<file path="src/sv/usb_ls_data_packet_line_encoder_unit_assert.svh">
// ----------------------------------------------------------------------------
// usb low-speed line encoder assertion macros
// shared concurrent assertion forms, clocked and gated by the active low reset
// ----------------------------------------------------------------------------
`ifndef USB_LS_DATA_PACKET_LINE_ENCODER_UNIT_ASSERT_SVH
`define USB_LS_DATA_PACKET_LINE_ENCODER_UNIT_ASSERT_SVH

// consequent checked in the same cycle as the antecedent
`define USBLS_ASSERT_NOW(label, clk, rstn, ante, cons, msg) \
    label: assert property (@(posedge clk) disable iff (!rstn) (ante) |-> (cons)) \
        else $error(msg);

// consequent checked in the cycle after the antecedent
`define USBLS_ASSERT_NEXT(label, clk, rstn, ante, cons, msg) \
    label: assert property (@(posedge clk) disable iff (!rstn) (ante) |=> (cons)) \
        else $error(msg);

`endif

</file>
<file path="src/sv/usbls_pkg.sv">
// ----------------------------------------------------------------------------
// usbls_pkg
// types, line state codes, tables and crc helper for the usb low-speed encoder
// ----------------------------------------------------------------------------
package usbls_pkg;

    typedef logic [1:0] line_t;

    localparam line_t LS_SE0 = 2'd0;
    localparam line_t LS_J   = 2'd1;
    localparam line_t LS_K   = 2'd2;

    localparam int QUEUE_DEPTH = 2;

    localparam int CNT_W = 5;
    localparam logic [CNT_W-1:0] BYTE_BITS = CNT_W'(8);
    localparam logic [CNT_W-1:0] CRC_BITS  = CNT_W'(16);
    localparam logic [CNT_W-1:0] SYNC_LAST = CNT_W'(7);
    localparam logic [CNT_W-1:0] EOP_LAST  = CNT_W'(3);

    localparam logic [2:0]  STUFF_RUN = 3'd6;
    localparam logic [15:0] CRC_POLY  = 16'hA001;
    localparam logic [15:0] CRC_INIT  = 16'hFFFF;

    localparam line_t SYNC_STATES [0:7] = '{LS_K, LS_J, LS_K, LS_J, LS_K, LS_J, LS_K, LS_K};
    localparam line_t EOP_STATES  [0:3] = '{LS_SE0, LS_SE0, LS_J, LS_J};

    // one queued byte, already in send order (lsb goes out first)
    typedef struct packed {
        logic [7:0] bits;
        logic       first;
        logic       last;
    } item_t;

    typedef enum logic [2:0] {
        PH_START,
        PH_SYNC,
        PH_DATA,
        PH_CRC,
        PH_EOP,
        PH_PAD
    } phase_t;

    function automatic logic [15:0] crc_step(input logic [15:0] crc, input logic b);
        logic [15:0] c;
        c = {1'b0, crc[15:1]};
        if (b ^ crc[0]) begin
            c = c ^ CRC_POLY;
        end
        return c;
    endfunction

    // differential level to line state, 1 means K
    function automatic line_t level_state(input logic level);
        return level ? LS_K : LS_J;
    endfunction

endpackage

</file>
<file path="src/sv/usbls_front.sv">
// ----------------------------------------------------------------------------
// usbls_front
// accepts packet bytes, puts them in send order and holds them in a short queue
// ----------------------------------------------------------------------------
module usbls_front #(
    parameter int QUEUE_DEPTH = usbls_pkg::QUEUE_DEPTH
) (
    input  logic              aclk,
    input  logic              aresetn,
    input  logic              s_valid,
    output logic              s_ready,
    input  logic [7:0]        s_byte_value,
    input  logic              s_first_byte,
    input  logic              s_last_byte,
    output logic              head_valid,
    output usbls_pkg::item_t  head,
    input  logic              pop
);
    import usbls_pkg::*;

    localparam int PTR_W = $clog2(QUEUE_DEPTH);
    localparam int CNT_QW = $clog2(QUEUE_DEPTH + 1);
    localparam logic [PTR_W-1:0]  LAST_IDX = PTR_W'(QUEUE_DEPTH - 1);
    localparam logic [CNT_QW-1:0] FULL_CNT = CNT_QW'(QUEUE_DEPTH);

    item_t              queue_reg [QUEUE_DEPTH];
    logic [PTR_W-1:0]   wr_ptr_reg, wr_ptr_next;
    logic [PTR_W-1:0]   rd_ptr_reg, rd_ptr_next;
    logic [CNT_QW-1:0]  count_reg, count_next;
    item_t              in_item;
    logic               push;

    // pid goes out msb first: reverse it so the back end always shifts lsb first
    always_comb begin
        in_item.first = s_first_byte;
        in_item.last  = s_last_byte;
        for (int i = 0; i < 8; i++) begin
            in_item.bits[i] = s_first_byte ? s_byte_value[7-i] : s_byte_value[i];
        end
    end

    assign s_ready    = (count_reg != FULL_CNT);
    assign push       = s_valid && s_ready;
    assign head_valid = (count_reg != '0);
    assign head       = queue_reg[rd_ptr_reg];

    always_comb begin
        wr_ptr_next = wr_ptr_reg;
        rd_ptr_next = rd_ptr_reg;
        count_next  = count_reg;
        if (push) begin
            wr_ptr_next = (wr_ptr_reg == LAST_IDX) ? '0 : wr_ptr_reg + 1'b1;
        end
        if (pop) begin
            rd_ptr_next = (rd_ptr_reg == LAST_IDX) ? '0 : rd_ptr_reg + 1'b1;
        end
        if (push && !pop) begin
            count_next = count_reg + 1'b1;
        end else if (pop && !push) begin
            count_next = count_reg - 1'b1;
        end
    end

    always_ff @(posedge aclk) begin
        if (!aresetn) begin
            wr_ptr_reg <= '0;
            rd_ptr_reg <= '0;
            count_reg  <= '0;
        end else begin
            wr_ptr_reg <= wr_ptr_next;
            rd_ptr_reg <= rd_ptr_next;
            count_reg  <= count_next;
        end
    end

    always_ff @(posedge aclk) begin
        if (push) begin
            queue_reg[wr_ptr_reg] <= in_item;
        end
    end

endmodule

</file>
<file path="src/sv/usbls_back.sv">
// ----------------------------------------------------------------------------
// usbls_back
// line state sequencer: sync, nrzi bits with stuffing, crc16, eop and pad
// ----------------------------------------------------------------------------
`include "usb_ls_data_packet_line_encoder_unit_assert.svh"

module usbls_back (
    input  logic              aclk,
    input  logic              aresetn,
    input  logic              head_valid,
    input  usbls_pkg::item_t  head,
    output logic              pop,
    output logic              m_valid,
    input  logic              m_ready,
    output usbls_pkg::line_t  m_line_state,
    output logic              m_run_end
);
    import usbls_pkg::*;

    phase_t             phase_reg, phase_next, cur_phase;
    logic [CNT_W-1:0]   cnt_reg, cnt_next, cnt_inc, bit_limit;
    logic               level_reg, level_next, level_bit;
    logic [2:0]         ones_reg, ones_next, ones_inc;
    logic [15:0]        crc_reg, crc_next;
    logic               par_reg, par_next;
    logic               stuff_reg, stuff_next;
    logic               bit_val, bits_done, out_free, emit, run_end_now;
    line_t              ls_now;
    logic               m_valid_reg, m_valid_next;
    line_t              m_line_state_reg;
    logic               m_run_end_reg;

    assign out_free  = !m_valid_reg || m_ready;
    assign cur_phase = (phase_reg == PH_START) ? (head.first ? PH_SYNC : PH_DATA) : phase_reg;
    assign bit_limit = (cur_phase == PH_CRC) ? CRC_BITS : BYTE_BITS;
    assign bit_val   = (cur_phase == PH_CRC) ? ~crc_reg[0] : head.bits[cnt_reg[2:0]];
    assign cnt_inc   = cnt_reg + 1'b1;
    assign ones_inc  = ones_reg + 1'b1;

    always_comb begin
        phase_next  = phase_reg;
        cnt_next    = cnt_reg;
        level_next  = level_reg;
        ones_next   = ones_reg;
        crc_next    = crc_reg;
        par_next    = par_reg;
        stuff_next  = stuff_reg;
        level_bit   = level_reg;
        bits_done   = 1'b0;
        pop         = 1'b0;
        emit        = 1'b0;
        run_end_now = 1'b0;
        ls_now      = LS_SE0;
        if (head_valid && out_free) begin
            emit = 1'b1;
            case (cur_phase)
                PH_SYNC: begin
                    ls_now     = SYNC_STATES[cnt_reg[2:0]];
                    ones_next  = '0;
                    crc_next   = CRC_INIT;
                    par_next   = 1'b0;
                    level_next = 1'b1;
                    phase_next = PH_SYNC;
                    cnt_next   = cnt_inc;
                    if (cnt_reg == SYNC_LAST) begin
                        phase_next = PH_DATA;
                        cnt_next   = '0;
                    end
                end
                PH_DATA, PH_CRC: begin
                    phase_next = cur_phase;
                    par_next   = ~par_reg;
                    if (stuff_reg) begin
                        // stuffed zero after six ones
                        level_bit  = ~level_reg;
                        ones_next  = '0;
                        stuff_next = 1'b0;
                        bits_done  = (cnt_reg == bit_limit);
                    end else begin
                        if (cur_phase == PH_CRC) begin
                            crc_next = {1'b0, crc_reg[15:1]};
                        end else if (!head.first) begin
                            crc_next = crc_step(crc_reg, bit_val);
                        end
                        if (bit_val) begin
                            if (ones_inc == STUFF_RUN) begin
                                ones_next  = '0;
                                stuff_next = 1'b1;
                            end else begin
                                ones_next = ones_inc;
                            end
                        end else begin
                            level_bit = ~level_reg;
                            ones_next = '0;
                        end
                        cnt_next  = cnt_inc;
                        bits_done = (cnt_inc == bit_limit) &&
                                    !(bit_val && (ones_inc == STUFF_RUN));
                    end
                    ls_now     = level_state(level_bit);
                    level_next = level_bit;
                    if (bits_done) begin
                        cnt_next = '0;
                        if (cur_phase == PH_CRC) begin
                            // line goes idle (J) after the packet
                            phase_next = PH_EOP;
                            level_next = 1'b0;
                            ones_next  = '0;
                            crc_next   = CRC_INIT;
                        end else if (head.last) begin
                            phase_next = PH_CRC;
                        end else begin
                            phase_next  = PH_START;
                            pop         = 1'b1;
                            run_end_now = 1'b1;
                        end
                    end
                end
                PH_EOP: begin
                    ls_now     = EOP_STATES[cnt_reg[1:0]];
                    phase_next = PH_EOP;
                    cnt_next   = cnt_inc;
                    if (cnt_reg == EOP_LAST) begin
                        cnt_next = '0;
                        if (par_reg) begin
                            phase_next = PH_PAD;
                        end else begin
                            phase_next  = PH_START;
                            pop         = 1'b1;
                            run_end_now = 1'b1;
                        end
                    end
                end
                PH_PAD: begin
                    ls_now      = LS_J;
                    par_next    = 1'b0;
                    phase_next  = PH_START;
                    pop         = 1'b1;
                    run_end_now = 1'b1;
                end
                default: begin
                    emit       = 1'b0;
                    phase_next = PH_START;
                end
            endcase
        end
    end

    always_comb begin
        m_valid_next = m_valid_reg;
        if (emit) begin
            m_valid_next = 1'b1;
        end else if (m_ready) begin
            m_valid_next = 1'b0;
        end
    end

    always_ff @(posedge aclk) begin
        if (!aresetn) begin
            phase_reg   <= PH_START;
            cnt_reg     <= '0;
            level_reg   <= 1'b1;
            ones_reg    <= '0;
            crc_reg     <= CRC_INIT;
            par_reg     <= 1'b0;
            stuff_reg   <= 1'b0;
            m_valid_reg <= 1'b0;
        end else begin
            phase_reg   <= phase_next;
            cnt_reg     <= cnt_next;
            level_reg   <= level_next;
            ones_reg    <= ones_next;
            crc_reg     <= crc_next;
            par_reg     <= par_next;
            stuff_reg   <= stuff_next;
            m_valid_reg <= m_valid_next;
        end
    end

    always_ff @(posedge aclk) begin
        if (emit) begin
            m_line_state_reg <= ls_now;
            m_run_end_reg    <= run_end_now;
        end
    end

    assign m_valid      = m_valid_reg;
    assign m_line_state = m_line_state_reg;
    assign m_run_end    = m_run_end_reg;

    `USBLS_ASSERT_NOW(a_pop_marks_end, aclk, aresetn, pop, emit && run_end_now && head_valid, "queue pop without a final line state")
    `USBLS_ASSERT_NOW(a_stuff_clears_run, aclk, aresetn, stuff_reg, ones_reg == 3'd0 && (phase_reg == PH_DATA || phase_reg == PH_CRC), "stuff pending outside bit phases")
    `USBLS_ASSERT_NEXT(a_idle_after_eop, aclk, aresetn, emit && cur_phase == PH_CRC && bits_done, phase_reg == PH_EOP && !level_reg && crc_reg == CRC_INIT, "line not idle after crc")
    `USBLS_ASSERT_NEXT(a_stall_holds, aclk, aresetn, m_valid && !m_ready, $stable(phase_reg) && $stable(cnt_reg) && $stable(crc_reg), "sequencer moved while stalled")

endmodule

</file>
<file path="src/sv/usb_ls_data_packet_line_encoder_unit.sv">
// ----------------------------------------------------------------------------
// usb_ls_data_packet_line_encoder_unit
// usb low-speed data packet to D+/D- line state encoder (nrzi, bit stuffing)
// ----------------------------------------------------------------------------
// usage
//   input channel (s_*): one packet byte per transaction; s_first_byte starts a
//   packet (sync K J K J K J K K, then the byte as pid, msb first), later bytes
//   go out lsb first and feed a crc16; s_last_byte appends the inverted crc,
//   eop (SE0 SE0 J J) and a J pad when the packet's bit state count is odd
//   result channel (m_*): one line state per transaction, m_run_end high on
//   the last state caused by an input byte
//   when the sequencer is idle, an accepted byte is first registered in the
//   queue and its first line state is then registered in the output register
//   throughput: one line state per cycle while the receiver is ready and a
//   byte is queued; the output register, which emits one state a cycle,
//   sets this figure
//   a small byte queue lets the next byte be taken while states still flow
//   reset: line level K, crc all ones, queue and output register empty
//   receiver stall: the output register holds, the sequencer waits, and
//   s_ready drops once the queue is full
// ----------------------------------------------------------------------------
module usb_ls_data_packet_line_encoder_unit #(
    parameter int QUEUE_DEPTH = usbls_pkg::QUEUE_DEPTH
) (
    input  logic              aclk,
    input  logic              aresetn,
    // byte transactions
    input  logic              s_valid,
    output logic              s_ready,
    input  logic [7:0]        s_byte_value,
    input  logic              s_first_byte,
    input  logic              s_last_byte,
    // line state transactions
    output logic              m_valid,
    input  logic              m_ready,
    output usbls_pkg::line_t  m_line_state,
    output logic              m_run_end
);
    import usbls_pkg::*;

    // queue head towards the sequencer
    item_t head;
    logic  head_valid;
    logic  pop;

    // front: byte ordering and queue
    usbls_front #(
        .QUEUE_DEPTH (QUEUE_DEPTH)
    ) u_front (
        .aclk         (aclk),
        .aresetn      (aresetn),
        .s_valid      (s_valid),
        .s_ready      (s_ready),
        .s_byte_value (s_byte_value),
        .s_first_byte (s_first_byte),
        .s_last_byte  (s_last_byte),
        .head_valid   (head_valid),
        .head         (head),
        .pop          (pop)
    );

    // back: line state sequencer and output register
    usbls_back u_back (
        .aclk         (aclk),
        .aresetn      (aresetn),
        .head_valid   (head_valid),
        .head         (head),
        .pop          (pop),
        .m_valid      (m_valid),
        .m_ready      (m_ready),
        .m_line_state (m_line_state),
        .m_run_end    (m_run_end)
    );

endmodule
</file>
<file path="config.mk">
export PLATFORM = sky130hd
export DESIGN_NAME = usb_ls_data_packet_line_encoder_unit
export DESIGN_NICKNAME = d
export VERILOG_FILES = /design/src/sv/usbls_pkg.sv /design/src/sv/usbls_front.sv /design/src/sv/usbls_back.sv /design/src/sv/usb_ls_data_packet_line_encoder_unit.sv
export VERILOG_INCLUDE_DIRS = /design/src /design/src/sv
export SDC_FILE = /design/constraint.sdc
export NUM_CORES = 1
export LEC_CHECK = 0
export BUFFER_PORTS_ARGS = -buffer_cell sky130_fd_sc_hd__buf_4
export CAP_MARGIN = 20
export CORE_ASPECT_RATIO = 0.6
export CORE_MARGIN = 4
export CORE_UTILIZATION = 40
export DETAILED_ROUTE_END_ITERATION = 10
export GPL_TIMING_DRIVEN = 0
export PLACE_DENSITY = 0.6
export SYNTH_ARGS = -nofsm -noshare
export SYNTH_HDL_FRONTEND = slang
export SYNTH_SLANG_ARGS = --single-unit
</file>
<file path="constraint.sdc">
create_clock -name aclk -period 2.6 [get_ports aclk]
set_clock_uncertainty 0.2 [all_clocks]
set_input_delay 0.52 -clock aclk [delete_from_list [all_inputs] [get_ports aclk]]
set_output_delay 0.52 -clock aclk [all_outputs]
set_load 0.05 [all_outputs]
</file>
==> impl_metrics.env <==
export IMPL_hold_path_class="in2reg"
export IMPL_dieArea_sq_mm=0.009348
export IMPL_worst_skew_pair_late_latency_ns=0.33
export IMPL_reg2reg_setup_slack_ns=-0.02
export IMPL_ant_nets=0
export IMPL_grt_pass1_wl_mm=12.85
export IMPL_maxCapViolCount=0
export IMPL_setup_tns_ns=-0.02367
export IMPL_track_usage_pct=18.13
export IMPL_fin_ws_ns=-0.02367
export IMPL_fin_cells=479
export IMPL_worst_pin_slew_ns=0.9776
export IMPL_die_h_um=76.51
export IMPL_grt_pass1_vias=2387
export IMPL_worstSetupStartpoint="u_back.phase_reg[2]"
export IMPL_slew_headroom_pct=34.59
export IMPL_antenna_found_initial=0
export IMPL_status="finished with violations"
export IMPL_hold_viol=0
export IMPL_critical_path_class="reg2reg"
export IMPL_yosys_warnings=0
export IMPL_preCtsSetupSlack_ns=-0.6567
export IMPL_core_area_sq_mm=0.007417
export IMPL_critPathRequiredTime_ns=2.66
export IMPL_place_inst=443
export IMPL_htree_levels=3
export IMPL_rows=24
export IMPL_netlist_area_sq_mm=0.003129
export IMPL_ir_drop_mv=0.5169
export IMPL_root_buffer="clkbuf_16"
export IMPL_n_fill_cell=659
export IMPL_critPathCaptureType="flop"
export IMPL_ctsHoldBuffers=0
export IMPL_arrival_ns=2.68
export IMPL_synth_edff_count=23
export IMPL_cp_start_kind="flop"
export IMPL_grt_overflow_total=0
export IMPL_io_buffers=18
export IMPL_syn_area_per_cell_sq_um=9.748
export IMPL_fin_area_sq_mm=0.004115
export IMPL_finalCritPeriodShare_pct=100.9
export IMPL_syn_num_nets=342
export IMPL_clk_pin_slew_ns=0.05
export IMPL_place_area_sq_mm=0.003440
export IMPL_start_util_pct=42.19
export IMPL_timing_rr_start="u_back.phase_reg[2]"
export IMPL_area_growth_pct=31.51
export IMPL_rsz0062_at_grt="true"
export IMPL_critPathMaxFanout=5
export IMPL_grt_max_degree=12
export IMPL_nNetsFinal=391
export IMPL_maxSlewViolCount=0
export IMPL_cts_sinks=59
export IMPL_drt_total_wl_mm=8.078
export IMPL_seq_area_frac_synth_pct=45.10
export IMPL_gp_congestion=0.9461
export IMPL_remaining_drc_errors=0
export IMPL_antennaDiodeCount=0
export IMPL_synthArstFlopShare_pct=0
export IMPL_drive_above_1_share_pct=32.00
export IMPL_first_iter_violations=283
export IMPL_layout_min_cycle_time_ns=2.624
export IMPL_dp_hpwl_mm=5.608
export IMPL_fmax_mhz=381.1
export IMPL_setup_violations=1
export IMPL_synthDistinctLibCells=56
export IMPL_cts_buffers=9
export IMPL_die_x_um=122.2
export IMPL_ioPinCount=19
export IMPL_leakagePower_nw=1.499
export IMPL_cts_tree="built"
export IMPL_syn_inst=321
export IMPL_avgRoutedWirePerCell_um=16.86
export IMPL_powerDensity_mw_per_mm2=784.3
export IMPL_synth_seq_cells=59
export IMPL_vias=2701
export IMPL_ys_flop_type="dfxtp_1"
export IMPL_largest_reg_flops=20
export IMPL_area_sequential_sq_mm=0.001424
export IMPL_multiInputGateArea_sq_mm=0.001808
export IMPL_violations="negative setup slack"
export IMPL_hp_start="s_last_byte"
export IMPL_clockBufferDepth=2
export IMPL_routed_via_density=5.639
export IMPL_first_pass_iters=4
## cells in the final DEF, fill, tap and decap left out, types with 3 or more instances in the layout
cell type	instances
xor2_1	3
a21boi_1	3
xnor2_1	5
mux2_2	12
clkbuf_1	9
buf_4	42
nor2_1	18
o21a_1	7
nor2_2	3
a22oi_1	12
a21oi_1	14
edfxtp_1	23
clkbuf_16	9
dfxtp_4	3
nand3_1	7
a31oi_1	3
inv_1	8
nand2_1	18
or3_1	3
nor3_1	6
nor2b_1	23
mux2i_1	4
ha_1	5
o21ai_0	15
buf_6	4
a32oi_1	4
and2_1	6
dfxtp_1	32
nand2b_1	6
## area by class of cell
type                    count  share of cell area (%)
inverters                   9                  0.8209
repair buffers             42                   7.753
clock inverters             6                   1.976
well taps                 104                   3.162
multi-input cells         233                   43.93
flip-flops and latches     59                   34.60
clock buffers              10                   5.564
plain buffers              16                   2.189
## final timing paths
path                                                 to  depth (start not counted)
worst max-delay path               u_front.count_reg[1]                         10
worst min-delay path            u_front.queue_reg[0][0]                          1
worst max register to register     u_front.count_reg[1]                         10
worst min register to register       u_back.crc_reg[14]                          2
## power by group
group | switching (mW) | internal [mW]
sequential | 0.0594 | 1.06
combinational | 0.508 | 0.362
clock | 0.410 | 0.831
total | 0.978 | 2.25
## critical path, cell delays in order, from the launching register on
cell,delay [ns]
dfxtp_1,0.45
nand3b_1,0.27
buf_6,0.16
buf_4,0.10
nand4b_1,0.16
a21oi_2,0.31
a21oi_2,0.11
ha_2,0.20
xor2_1,0.14
or3_1,0.31
a21boi_1,0.14
## cell usage after synthesis (all sizes together), types with 3 or more instances
cell / n / share of area, %
nand2: 20 / 2.4
ha: 7 / 2.8
mux2i: 6 / 1.9
clkbuf: 14 / 1.7
nand3: 9 / 1.4
dfxtp: 36 / 23
nor3: 6 / 0.96
xnor2: 5 / 1.4
buf: 6 / 1.1
mux2: 13 / 4.7
o22ai: 3 / 0.60
a22oi: 12 / 2.9
and2: 7 / 1.4
a32oi: 5 / 1.4
and3: 3 / 0.64
xor2: 4 / 1.1
edfxtp: 23 / 22
inv: 9 / 1.1
or3: 3 / 0.60
o21a: 7 / 1.7
a21oi: 16 / 2.6
a21boi: 5 / 1.2
nand2b: 7 / 1.4
nor2b: 24 / 4.8
a31oi: 4 / 0.80
nor2: 21 / 2.5
o21ai: 16 / 2.6
## stage by stage
stage	util [%]	hold WS, ns	total power [mW]
floorplan	-	0.2649	1.622
global placement	46.37	0.2855	1.803
detailed placement	46.37	0.2956	1.814
CTS	53.54	0.1636	3.181
global route	55.48	0.1697	3.384
finish	55.48	0.1753	3.228
## timing repair
item,in CTS,in global routing
endpoints found under the setup margin,30,24
gates resized for setup,30,21
setup buffers,14,10
cloned,0,0
pin swaps,17,4
## routing by layer
| metal | up-vias | global-route usage, % | wire length, um |
|---|---|---|---|
| li1 | 1278 | - | - |
| met1 | 1299 | 29.30 | 4128 |
| met2 | 110 | 21.81 | 3128 |
| met3 | 14 | 5.564 | 712 |
| met4 | 0 | 6.034 | 109 |
| met5 | - | 0 | 0 |
## logic make-up after synthesis
kind of cell | count (synthesis) | synth area share (%)
adder cells (fa/ha/maj) | 7 | 2.799
buffers and inverters | 29 | 3.878
AO/OA/AOI/OAI | 83 | 17.87
AND/OR/NAND/NOR | 113 | 19.55
XOR/XNOR | 9 | 2.519
multiplexers | 21 | 8.277
flip-flops | 59 | 45.10
Note: power is estimated with default switching activity, not from simulation.
